<file path="config.mk">
export PLATFORM = sky130hd
export DESIGN_NAME = solenoid_pulse_timer_bank
export DESIGN_NICKNAME = d
export VERILOG_FILES = /design/src/hdl/spt_pkg.sv /design/src/hdl/spt_channel.sv /design/src/hdl/solenoid_pulse_timer_bank.sv
export SDC_FILE = /design/constraint.sdc
export NUM_CORES = 1
export LEC_CHECK = 0
export BUFFER_PORTS_ARGS = -buffer_cell sky130_fd_sc_hd__clkbuf_2
export CORE_ASPECT_RATIO = 1.25
export CORE_MARGIN = 2
export CORE_UTILIZATION = 51
export CTS_CLUSTER_SIZE = 40
export DETAILED_ROUTE_END_ITERATION = 10
export PLACE_DENSITY = 0.68
export RECOVER_POWER = 100
export SYNTH_ARGS = -nofsm -noshare
export SYNTH_HDL_FRONTEND = slang
export SYNTH_SLANG_ARGS = --single-unit
</file>
<file path="constraint.sdc">
create_clock -name clock -period 12.1 [get_ports clock]
set_input_delay 0.605 -clock clock [delete_from_list [all_inputs] [get_ports clock]]
set_output_delay 0.605 -clock clock [all_outputs]
set_load 0.005 [all_outputs]
</file>
<file path="src/hdl/spt_pkg.sv">
// ----------------------------------------------------------------------------
// Solenoid pulse timer bank package
// Shared types, command codes and register constants for the timer bank.
// ----------------------------------------------------------------------------
package spt_pkg;

   // Defaults for the top-level parameters.
   localparam int CHANNELS_DEF   = 4;
   localparam int TICK_WIDTH_DEF = 16;

   // Configuration register file.
   localparam int REG_W      = 16;
   localparam int CSR_IDX_W  = 2;

   localparam logic [CSR_IDX_W-1:0] CSR_STRIKE_TICKS  = 2'd0;
   localparam logic [CSR_IDX_W-1:0] CSR_MAX_ON_TICKS  = 2'd1;
   localparam logic [CSR_IDX_W-1:0] CSR_MIN_OFF_TICKS = 2'd2;

   localparam logic [REG_W-1:0] STRIKE_TICKS_RST  = 16'd50;
   localparam logic [REG_W-1:0] MAX_ON_TICKS_RST  = 16'd100;
   localparam logic [REG_W-1:0] MIN_OFF_TICKS_RST = 16'd100;

   // Word field widths.
   localparam int CMD_W    = 3;
   localparam int FINGER_W = 4;
   localparam int MASK_W   = 4;

   // Command codes.
   localparam logic [CMD_W-1:0] CMD_STRIKE      = 3'd0;
   localparam logic [CMD_W-1:0] CMD_RELEASE     = 3'd1;
   localparam logic [CMD_W-1:0] CMD_RELEASE_ALL = 3'd2;
   localparam logic [CMD_W-1:0] CMD_TICK_ONE    = 3'd3;
   localparam logic [CMD_W-1:0] CMD_TICK_ALL    = 3'd4;
   localparam logic [CMD_W-1:0] CMD_QUERY       = 3'd5;

   typedef struct packed {
      logic [CMD_W-1:0]    cmd;
      logic [FINGER_W-1:0] finger;
   } req_word_type;

   typedef struct packed {
      logic              ok;
      logic [MASK_W-1:0] drive_mask;
      logic [MASK_W-1:0] idle_mask;
   } rsp_word_type;

   // Per-channel control for one processed word (at most one bit set).
   typedef struct packed {
      logic strike;
      logic drop;
      logic tick;
   } chan_ctl_type;

   // Per-channel status.
   typedef struct packed {
      logic active;
      logic idle;
   } chan_stat_type;

endpackage

</file>
<file path="src/hdl/spt_channel.sv">
// ----------------------------------------------------------------------------
// Solenoid pulse timer channel
// Mode and tick counter of one channel, updated by strike, drop and tick.
// ----------------------------------------------------------------------------
module spt_channel
   import spt_pkg::*;
#(
   parameter int TICK_WIDTH = TICK_WIDTH_DEF
) (
   input  logic             clock,
   input  logic             reset,
   input  chan_ctl_type     ctl,
   input  logic [REG_W-1:0] on_limit,
   input  logic [REG_W-1:0] off_limit,
   output chan_stat_type    stat_now,
   output chan_stat_type    stat_next
);

   localparam int CMP_W = (TICK_WIDTH > REG_W) ? TICK_WIDTH : REG_W;

   typedef enum logic [1:0] {
      MODE_IDLE,
      MODE_ACTIVE,
      MODE_COOL
   } mode_type;

   mode_type              mode_ff, mode_in;
   logic [TICK_WIDTH-1:0] ticks_ff, ticks_in;
   logic [TICK_WIDTH-1:0] ticks_inc;

   // The counter saturates at its all-ones value.
   assign ticks_inc = (&ticks_ff) ? ticks_ff : ticks_ff + 1'b1;

   always_comb begin
      mode_in  = mode_ff;
      ticks_in = ticks_ff;
      if (ctl.strike) begin
         if (mode_ff == MODE_IDLE) begin
            mode_in  = MODE_ACTIVE;
            ticks_in = '0;
         end
      end else if (ctl.drop) begin
         mode_in  = MODE_COOL;
         ticks_in = '0;
      end else if (ctl.tick) begin
         case (mode_ff)
            MODE_ACTIVE: begin
               if (CMP_W'(ticks_inc) >= CMP_W'(on_limit)) begin
                  mode_in  = MODE_COOL;
                  ticks_in = '0;
               end else begin
                  ticks_in = ticks_inc;
               end
            end
            MODE_COOL: begin
               ticks_in = ticks_inc;
               if (CMP_W'(ticks_inc) >= CMP_W'(off_limit)) begin
                  mode_in = MODE_IDLE;
               end
            end
            default: begin
               mode_in  = mode_ff;
               ticks_in = ticks_ff;
            end
         endcase
      end
   end

   always_ff @(posedge clock) begin
      if (reset) begin
         mode_ff  <= MODE_IDLE;
         ticks_ff <= '0;
      end else begin
         mode_ff  <= mode_in;
         ticks_ff <= ticks_in;
      end
   end

   assign stat_now.active  = (mode_ff == MODE_ACTIVE);
   assign stat_now.idle    = (mode_ff == MODE_IDLE);
   assign stat_next.active = (mode_in == MODE_ACTIVE);
   assign stat_next.idle   = (mode_in == MODE_IDLE);

endmodule

</file>
<file path="src/hdl/solenoid_pulse_timer_bank.sv">
// ----------------------------------------------------------------------------
// Solenoid pulse timer bank
// Bank of solenoid channels with strike, release, tick and query commands.
// ----------------------------------------------------------------------------
// Every command word produces exactly one response word. The block takes one
// word per clock cycle while req_stall is low; a word lands in an input
// register, then the channel states are updated from it and the response is
// captured in a result register once that register is free. The rate is set
// by the per-channel update, which is a single increment and compare per
// channel.
// While a response waits, one more command word can be taken into the input
// register; req_stall rises only when both registers are full and the result
// is held by rsp_stall. The limit registers are written through the csr_
// port, which the user must do only while no command is in flight; the block
// itself does not enforce this. Writes to an index beyond the three
// registers are ignored. The masks report channels zero to three.
module solenoid_pulse_timer_bank
   import spt_pkg::*;
#(
   parameter int CHANNELS   = CHANNELS_DEF,
   parameter int TICK_WIDTH = TICK_WIDTH_DEF
) (
   input  logic                 clock,
   input  logic                 reset,
   input  logic                 req_valid,
   output logic                 req_stall,
   input  req_word_type         req_word,
   output logic                 rsp_valid,
   input  logic                 rsp_stall,
   output rsp_word_type         rsp_word,
   input  logic                 csr_wr_en,
   input  logic [CSR_IDX_W-1:0] csr_index,
   input  logic [REG_W-1:0]     csr_wdata
);

   // Configuration registers.
   logic [REG_W-1:0] strike_ticks_ff;
   logic [REG_W-1:0] max_on_ticks_ff;
   logic [REG_W-1:0] min_off_ticks_ff;
   logic [REG_W-1:0] on_limit;

   always_ff @(posedge clock) begin
      if (reset) begin
         strike_ticks_ff  <= STRIKE_TICKS_RST;
         max_on_ticks_ff  <= MAX_ON_TICKS_RST;
         min_off_ticks_ff <= MIN_OFF_TICKS_RST;
      end else if (csr_wr_en) begin
         case (csr_index)
            CSR_STRIKE_TICKS:  strike_ticks_ff  <= csr_wdata;
            CSR_MAX_ON_TICKS:  max_on_ticks_ff  <= csr_wdata;
            CSR_MIN_OFF_TICKS: min_off_ticks_ff <= csr_wdata;
            default: begin
               strike_ticks_ff <= strike_ticks_ff;
            end
         endcase
      end
   end

   // The active phase ends at the lesser of the strike and safety limits.
   assign on_limit = (strike_ticks_ff < max_on_ticks_ff) ? strike_ticks_ff
                                                         : max_on_ticks_ff;

   // Handshake: an input register and a result register.
   logic         in_valid_ff, in_valid_in;
   req_word_type in_word_ff;
   logic         rsp_valid_ff, rsp_valid_in;
   rsp_word_type rsp_word_ff, rsp_word_in;
   logic         out_free;
   logic         process;
   logic         load_in;

   assign out_free  = !rsp_valid_ff || !rsp_stall;
   assign process   = in_valid_ff && out_free;
   assign req_stall = in_valid_ff && !out_free;
   assign load_in   = req_valid && !req_stall;

   always_comb begin
      if (load_in) begin
         in_valid_in = 1'b1;
      end else if (process) begin
         in_valid_in = 1'b0;
      end else begin
         in_valid_in = in_valid_ff;
      end
      if (process) begin
         rsp_valid_in = 1'b1;
      end else if (!rsp_stall) begin
         rsp_valid_in = 1'b0;
      end else begin
         rsp_valid_in = rsp_valid_ff;
      end
   end

   always_ff @(posedge clock) begin
      if (reset) begin
         in_valid_ff  <= 1'b0;
         rsp_valid_ff <= 1'b0;
      end else begin
         in_valid_ff  <= in_valid_in;
         rsp_valid_ff <= rsp_valid_in;
      end
   end

   always_ff @(posedge clock) begin
      if (load_in) begin
         in_word_ff <= req_word;
      end
      if (process) begin
         rsp_word_ff <= rsp_word_in;
      end
   end

   // Channel decode: a finger at or above the channel count selects nothing,
   // so single-channel commands with such a finger fall through without effect.
   chan_ctl_type  ctl       [CHANNELS];
   chan_stat_type stat_now  [CHANNELS];
   chan_stat_type stat_next [CHANNELS];
   logic [CHANNELS-1:0] sel;
   logic [CHANNELS-1:0] now_idle;

   for (genvar i = 0; i < CHANNELS; i++) begin : g_chan
      assign sel[i]      = (in_word_ff.finger == FINGER_W'(i));
      assign now_idle[i] = stat_now[i].idle;

      always_comb begin
         ctl[i] = '0;
         if (process) begin
            case (in_word_ff.cmd)
               CMD_STRIKE:      ctl[i].strike = sel[i];
               CMD_RELEASE:     ctl[i].drop   = sel[i];
               CMD_RELEASE_ALL: ctl[i].drop   = 1'b1;
               CMD_TICK_ONE:    ctl[i].tick   = sel[i];
               CMD_TICK_ALL:    ctl[i].tick   = 1'b1;
               default:         ctl[i]        = '0;
            endcase
         end
      end

      spt_channel #(
         .TICK_WIDTH (TICK_WIDTH)
      ) u_channel (
         .clock     (clock),
         .reset     (reset),
         .ctl       (ctl[i]),
         .on_limit  (on_limit),
         .off_limit (min_off_ticks_ff),
         .stat_now  (stat_now[i]),
         .stat_next (stat_next[i])
      );
   end

   // Response: ok reflects the selected channel being idle before the
   // command, for a strike or a query; the masks show the state after it.
   assign rsp_word_in.ok = (in_word_ff.cmd inside {CMD_STRIKE, CMD_QUERY})
                           && (|(sel & now_idle));

   for (genvar j = 0; j < MASK_W; j++) begin : g_mask
      if (j < CHANNELS) begin : g_used
         assign rsp_word_in.drive_mask[j] = stat_next[j].active;
         assign rsp_word_in.idle_mask[j]  = stat_next[j].idle;
      end else begin : g_unused
         assign rsp_word_in.drive_mask[j] = 1'b0;
         assign rsp_word_in.idle_mask[j]  = 1'b0;
      end
   end

   assign rsp_valid = rsp_valid_ff;
   assign rsp_word  = rsp_word_ff;

endmodule
</file>
=== Yosys cells after proc, flatten, opt, wreduce, memory -nomap -nowiden ===
Cells that the tools add are included.

* Register bits: 138
* Input bits: 30
* Output and inout bits: 11

* $add $sub $neg: 4
* Order comparisons: 9
* Equal/unequal tests: 27
* Mux-type cells: 77
* Bitwise operators: 1
* Reduce and logical (&&, ||, !) cells: 42

{| class="wikitable"
|+ Operator list
! kind !! number
|-
| 16-bit two-way mux || 25
|-
| 16-bit >= comparator || 8
|-
| 16-bit one-hot mux with 2 select lines || 4
|-
| 16-bit by 1-bit adder with 16-bit output (second input constant) || 4
|-
| 16-bit AND reduction || 4
|-
| 2-bit two-way mux || 24
|-
| 2-bit by 1-bit equality test with 1-bit output (second input constant) || 9
|-
| 2-bit zero test || 9
|-
| 16-bit < comparator || 1
|-
| 1-bit one-hot mux with 2 select lines || 8
|-
| 2-bit one-hot mux with 2 select lines || 4
|-
| 4-bit nonzero test || 4
|-
| 3-bit two-way mux || 4
|-
| 3-bit AND reduction || 4
|-
| 3-bit nonzero test || 4
|-
| 2-bit equality test (second input constant) || 5
|-
| 4-bit by 2-bit equality test with 1-bit output (second input constant) || 2
|-
| 1-bit two-way mux || 8
|-
| 2-bit inequality test (second input constant) || 4
|-
| 3-bit by 2-bit equality test with 1-bit output (second input constant) || 2
|-
| 3-bit equality test (second input constant) || 2
|-
| 2-bit AND reduction || 3
|-
| 4-bit bitwise AND || 1
|-
| 4-bit by 1-bit equality test with 1-bit output (second input constant) || 1
|-
| other kinds (9) || 16
|}

=== Longest topological paths before layout ===
* Depth after elaboration: 9
* Depth in mapped cells: 21

=== Cells and area by module ===
From an unflattened synthesis, not the netlist that was laid out.

* Cell total of the unflattened synthesis: 1408
* Area total of the unflattened synthesis: 11710.0 µm²

{| class="wikitable"
|+ Modules (own cells, without submodules)
! module !! times used !! cells an instance !! area an instance (µm²)
|-
| spt_channel || 4 || 268 || 2153.3
|-
| solenoid_pulse_timer_bank || 1 || 336 || 3096.7
|}

=== Least setup slack after synthesis ===
No wires, ideal clock.

* Path type: register to register
* Start: register max_on_ticks_ff[2]
* End: register g_chan[0].u_channel.ticks_ff[0]
* Arrival: 4.345 ns
* Required time: 12.026 ns
* Path slack: 7.681 ns
* Stages on the path, launching flop included: 22
* Clock period less this slack: 4.419 ns
* Cell sequence: dfxtp_1 > clkbuf_1 > inv_1 > ha_1 > o21a_1 > o21ai_0 > o21ai_2 > a21oi_4 > clkbuf_1 > clkbuf_1 > a21oi_1 > ha_1 > a21o_1 > a21o_1 > a211oi_1 > and2_1 > o211a_1 > nor3_2 > a211oi_4 > buf_6 > nand3b_1 > a31oi_1

* Cells in the longest elaborated chain, start to end: 8

{| class="wikitable"
|+ RTL lines
! what !! RTL line !! source
|-
| start: declaration || solenoid_pulse_timer_bank.sv:38 || <nowiki>logic [REG_W-1:0] max_on_ticks_ff;</nowiki>
|-
| start signal: assignment || solenoid_pulse_timer_bank.sv:50 || <nowiki>CSR_MAX_ON_TICKS: max_on_ticks_ff <= csr_wdata;</nowiki>
|-
| 16-bit < comparator || solenoid_pulse_timer_bank.sv:60 || <nowiki>assign on_limit = (strike_ticks_ff < max_on_ticks_ff) ? strike_ticks_ff</nowiki>
|-
| 16-bit two-way mux * || solenoid_pulse_timer_bank.sv:60 ||
|-
| 16-bit >= comparator * || spt_channel.sv:48 || <nowiki>if (CMP_W'(ticks_inc) >= CMP_W'(on_limit)) begin</nowiki>
|-
| 16-bit two-way mux * || spt_channel.sv:48 ||
|-
| 16-bit one-hot mux with 2 select lines * || spt_channel.sv:46 || <nowiki>case (mode_ff)</nowiki>
|-
| 16-bit two-way mux * || spt_channel.sv:45 || <nowiki>end else if (ctl.tick) begin</nowiki>
|-
| 16-bit two-way mux * || spt_channel.sv:42 || <nowiki>end else if (ctl.drop) begin</nowiki>
|-
| 16-bit two-way mux * || spt_channel.sv:37 || <nowiki>if (ctl.strike) begin</nowiki>
|-
| end signal: assignment || spt_channel.sv:75 || <nowiki>ticks_ff <= ticks_in;</nowiki>
|-
| end: declaration || spt_channel.sv:28 || <nowiki>logic [TICK_WIDTH-1:0] ticks_ff, ticks_in;</nowiki>
|}

Mark *: on every way between the ends. The rest lies on a longest branch, timed or not. The select of a mux whose other input is x is not followed.
A chain may end at the register's enable or synchronous reset.

=== Final worst setup path ===
* Start: register max_on_ticks_ff[2]
* End: register g_chan[0].u_channel.ticks_ff[3]

Same word-level chain as after synthesis.

==> metrics.cfg <==
[synthesis]
yosys-top-cells-area = dfxtp_1 23%, ha_1 19%, nand2_1 5.8%, a21oi_1 5.3%, edfxtp_1 4.6%
async_flop_share_pct = 0
synth_edf_count = 16
synth.distinct_cells = 83
synth_top_cell_area_share_pct = 23.4
synth_nets = 1439
netlist_area_um2 = 10400
ys_ff_latch = 138
ys_seq_area_share_pct = 28.1
ys.flop_type = dfxtp_1
synth_cells = 1250
synth.yosys.warnings = 0
synth_area_per_cell_um2 = 8.33
synth_top_cell_by_area = dfxtp_1

[sta]
rsz0062_at_grt = false
slew_headroom_pct = -136
fin_crit_sh_pct = 63.3
hold-worst-slack_ns = 0.353
min_period_ns = 7.66
worst-slew-pin-transition_ns = 3.54
fin_tns_setup_ns = 0
setup_viol = 0
final-hold-violation-count = 0
fin_skew_ns = 0.0134
slew_violations = 147
clock.fmax_mhz = 130

[worst_setup_path]
reg2reg_from = max_on_ticks_ff[2]$_SDFFE_PP1P_
cp_top_family = compound AO/OA/AOI/OAI gates
crit_chain = inv_1, ha_1, o21a_1, o21ai_0, o21ai_0, a21oi_1, a21oi_1, ha_1, a21o_1, a21o_1, a211oi_1, and2_0, o211a_1, nor3_1, a211oi_1, o21ai_0, a21oi_1
reg2reg_to = g_chan[0].u_channel.ticks_ff[3]$_SDFFE_PP0P_
start_kind = flop
end_kind = flop
max_stage_delay_ns = 1.84
r2r_cells = 17
arrival_ns = 7.98
critPathKind = reg2reg
slowest_stage = a21oi_1
critPathBufInv = 1
reg2reg_slack_ns = 4.44
worstPathMaxFanout = 36
cp.required_ns = 12.42

[flow_run]
maxCapViolations = 4

[drt]
drtIter0Drc = 620
drc = 0
routed_wl_mm = 28.0
m1WireLength_mm = 12.4
drt_pass1_iterations = 6
top_layer = met4
drtAntennaViolNets = 0
wl_per_cell_um = 18.0
routed-wl-met3_mm = 1.38
viasPerCell = 5.92
routed-wl-met2_mm = 13.5
vias = 9216

[clock_tree]
holdBufCountCts = 0
post_cts_buffers = 0
htree_num_levels = 4
cts.clk_slew.worst_paths_ns = 0.06
insertion_delay_ns = 0.43
cts.path.max_buffers = 2
cts_buffers = 17
clkSinkCount = 138
root_buffer = clkbuf_16
cts_tree = built
cts_resized = 0

[floorplanning]
die_w_um = 132
die_area_um2 = 21600
core_um2 = 20100
row_count = 58
fp.dieH_um = 164
start_util_pct = 51.8
ios = 41

[grt]
grt.overflow.total = 0
grt_max_degree = 75
antenna_found_initial = 0
grt_pass1_wl_mm = 44.8
grt_pass1_vias = 8667
track_usage_pct = 26.3

[pwr]
p_leak_uw = 0.00489
total_power_uw = 1130
p_per_area_nw_per_um2 = 100
peakVddDrop_v = 0.0000945

[placement]
io_buffers = 40
dp_hpwl_mm = 20.9
gp_congestion = 0.910

[layout]
final_common_cell = nand2_1
diodes = 0
drive_gt1_share_pct = 6.84
fin_nets = 1463
area_growth_pct = 8.28
final_cell_mix = 160 x nand2_1, 159 x ha_1, 122 x dfxtp_1

[worst_hold_path]
whs_endpoint = in_word_ff[0]$_DFFE_PP_
hold_class = in2reg
worstHoldStart = req_word[0]
hold_depth = 1

[status]
status = complete, but fails checks
violations = capacitance limit, slew limit

[cell families (layout without fill, tap and decap cells)]
| kind of cell | after synthesis | after routing | share of synthesized area, % |
|---|---|---|---|
| adder cells (fa/ha/maj) | 159 | 159 | 19.1 |
| AO/OA/AOI/OAI | 349 | 349 | 23.0 |
| flip-flops | 138 | 138 | 28.1 |
| multiplexers | 11 | 11 | 1.17 |
| AND/OR/NAND/NOR | 452 | 452 | 21.3 |
| XOR/XNOR | 44 | 44 | 3.70 |
| buffers and inverters | 97 | 133 | 3.70 |
[flip-flops by register name, indices dropped and copies added, names as in the netlist]
register,flops
rsp_valid,1
in_word_ff,7
strike_ticks_ff,16
in_valid_ff,1
min_off_ticks_ff,16
g_chan.u_channel.mode_ff,8
max_on_ticks_ff,16
rsp_word,9
g_chan.u_channel.ticks_ff,64
[routing by layer]
layer  vias to the layer above  track usage (%)
met2                       243             46.1
met3                        54             4.54
li1                       4624                -
met4                         0             8.60
met5                         -                0
met1                      4295             32.9
[synth_stat cells, types with 5 or more instances]
library cell	count
a21oi_1	111
ha_1	159
o211ai_1	16
o21ai_0	45
or2_2	7
nand4_1	24
mux2_2	9
a32o_1	10
edfxtp_1	16
o21a_1	16
nand3b_1	6
inv_1	58
a22o_1	13
nand2b_1	18
o21ai_1	6
nand3_1	42
nor2b_1	17
nand2_1	160
o31ai_1	6
a211o_1	8
and4_1	12
nor3_1	16
dfxtp_1	122
a22oi_1	23
and3_1	18
and2_1	12
xnor2_1	24
buf_2	5
clkbuf_1	28
a211oi_1	9
nor2_1	101
a21o_1	35
a31oi_1	7
xor2_1	20
[power breakdown]
group	switching, µW	total, µW	internal [µW]
Combinational	92.7	140	47.2
Clock	213	509	296
Sequential	6.96	479	472
Total	313	1130	816
[area by class of cell]
type                    count  area (µm²)
well taps                 270         338
clock buffers              20         457
multi-input cells        1015        7020
repair buffers             44         206
clock inverters            11         114
flip-flops and latches    138        2920
fillers                  1926        8820
inverters                  58         218
[per-stage QoR]
stage | instance area, µm² | setup slack (ns) | std cells | utilization, %
floorplan | 10400 | 7.68 | 1250 | -
global placement | 10800 | 6.99 | 1525 | 53.8
detailed placement | 10800 | 6.86 | 1525 | 53.8
CTS | 11400 | 6.88 | 1556 | 56.7
global route | 11300 | 3.53 | 1556 | 56.1
finish | 11300 | 4.44 | 1556 | 56.1
[worst max path at each step]
stage | startpoint | to | cells after the start
after floorplan | max_on_ticks_ff[2]$_SDFFE_PP1P_ | g_chan[0].u_channel.ticks_ff[0]$_SDFFE_PP0P_ | 21
after global placement | max_on_ticks_ff[2]$_SDFFE_PP1P_ | g_chan[0].u_channel.ticks_ff[0]$_SDFFE_PP0P_ | 18
after detailed placement | max_on_ticks_ff[2]$_SDFFE_PP1P_ | g_chan[0].u_channel.ticks_ff[0]$_SDFFE_PP0P_ | 18
after CTS | max_on_ticks_ff[2]$_SDFFE_PP1P_ | g_chan[0].u_channel.ticks_ff[5]$_SDFFE_PP0P_ | 18
after global routing | max_on_ticks_ff[2]$_SDFFE_PP1P_ | g_chan[0].u_channel.ticks_ff[3]$_SDFFE_PP0P_ | 17
final | max_on_ticks_ff[2]$_SDFFE_PP1P_ | g_chan[0].u_channel.ticks_ff[3]$_SDFFE_PP0P_ | 17
No activity file was read; power rests on OpenSTA's default activity.
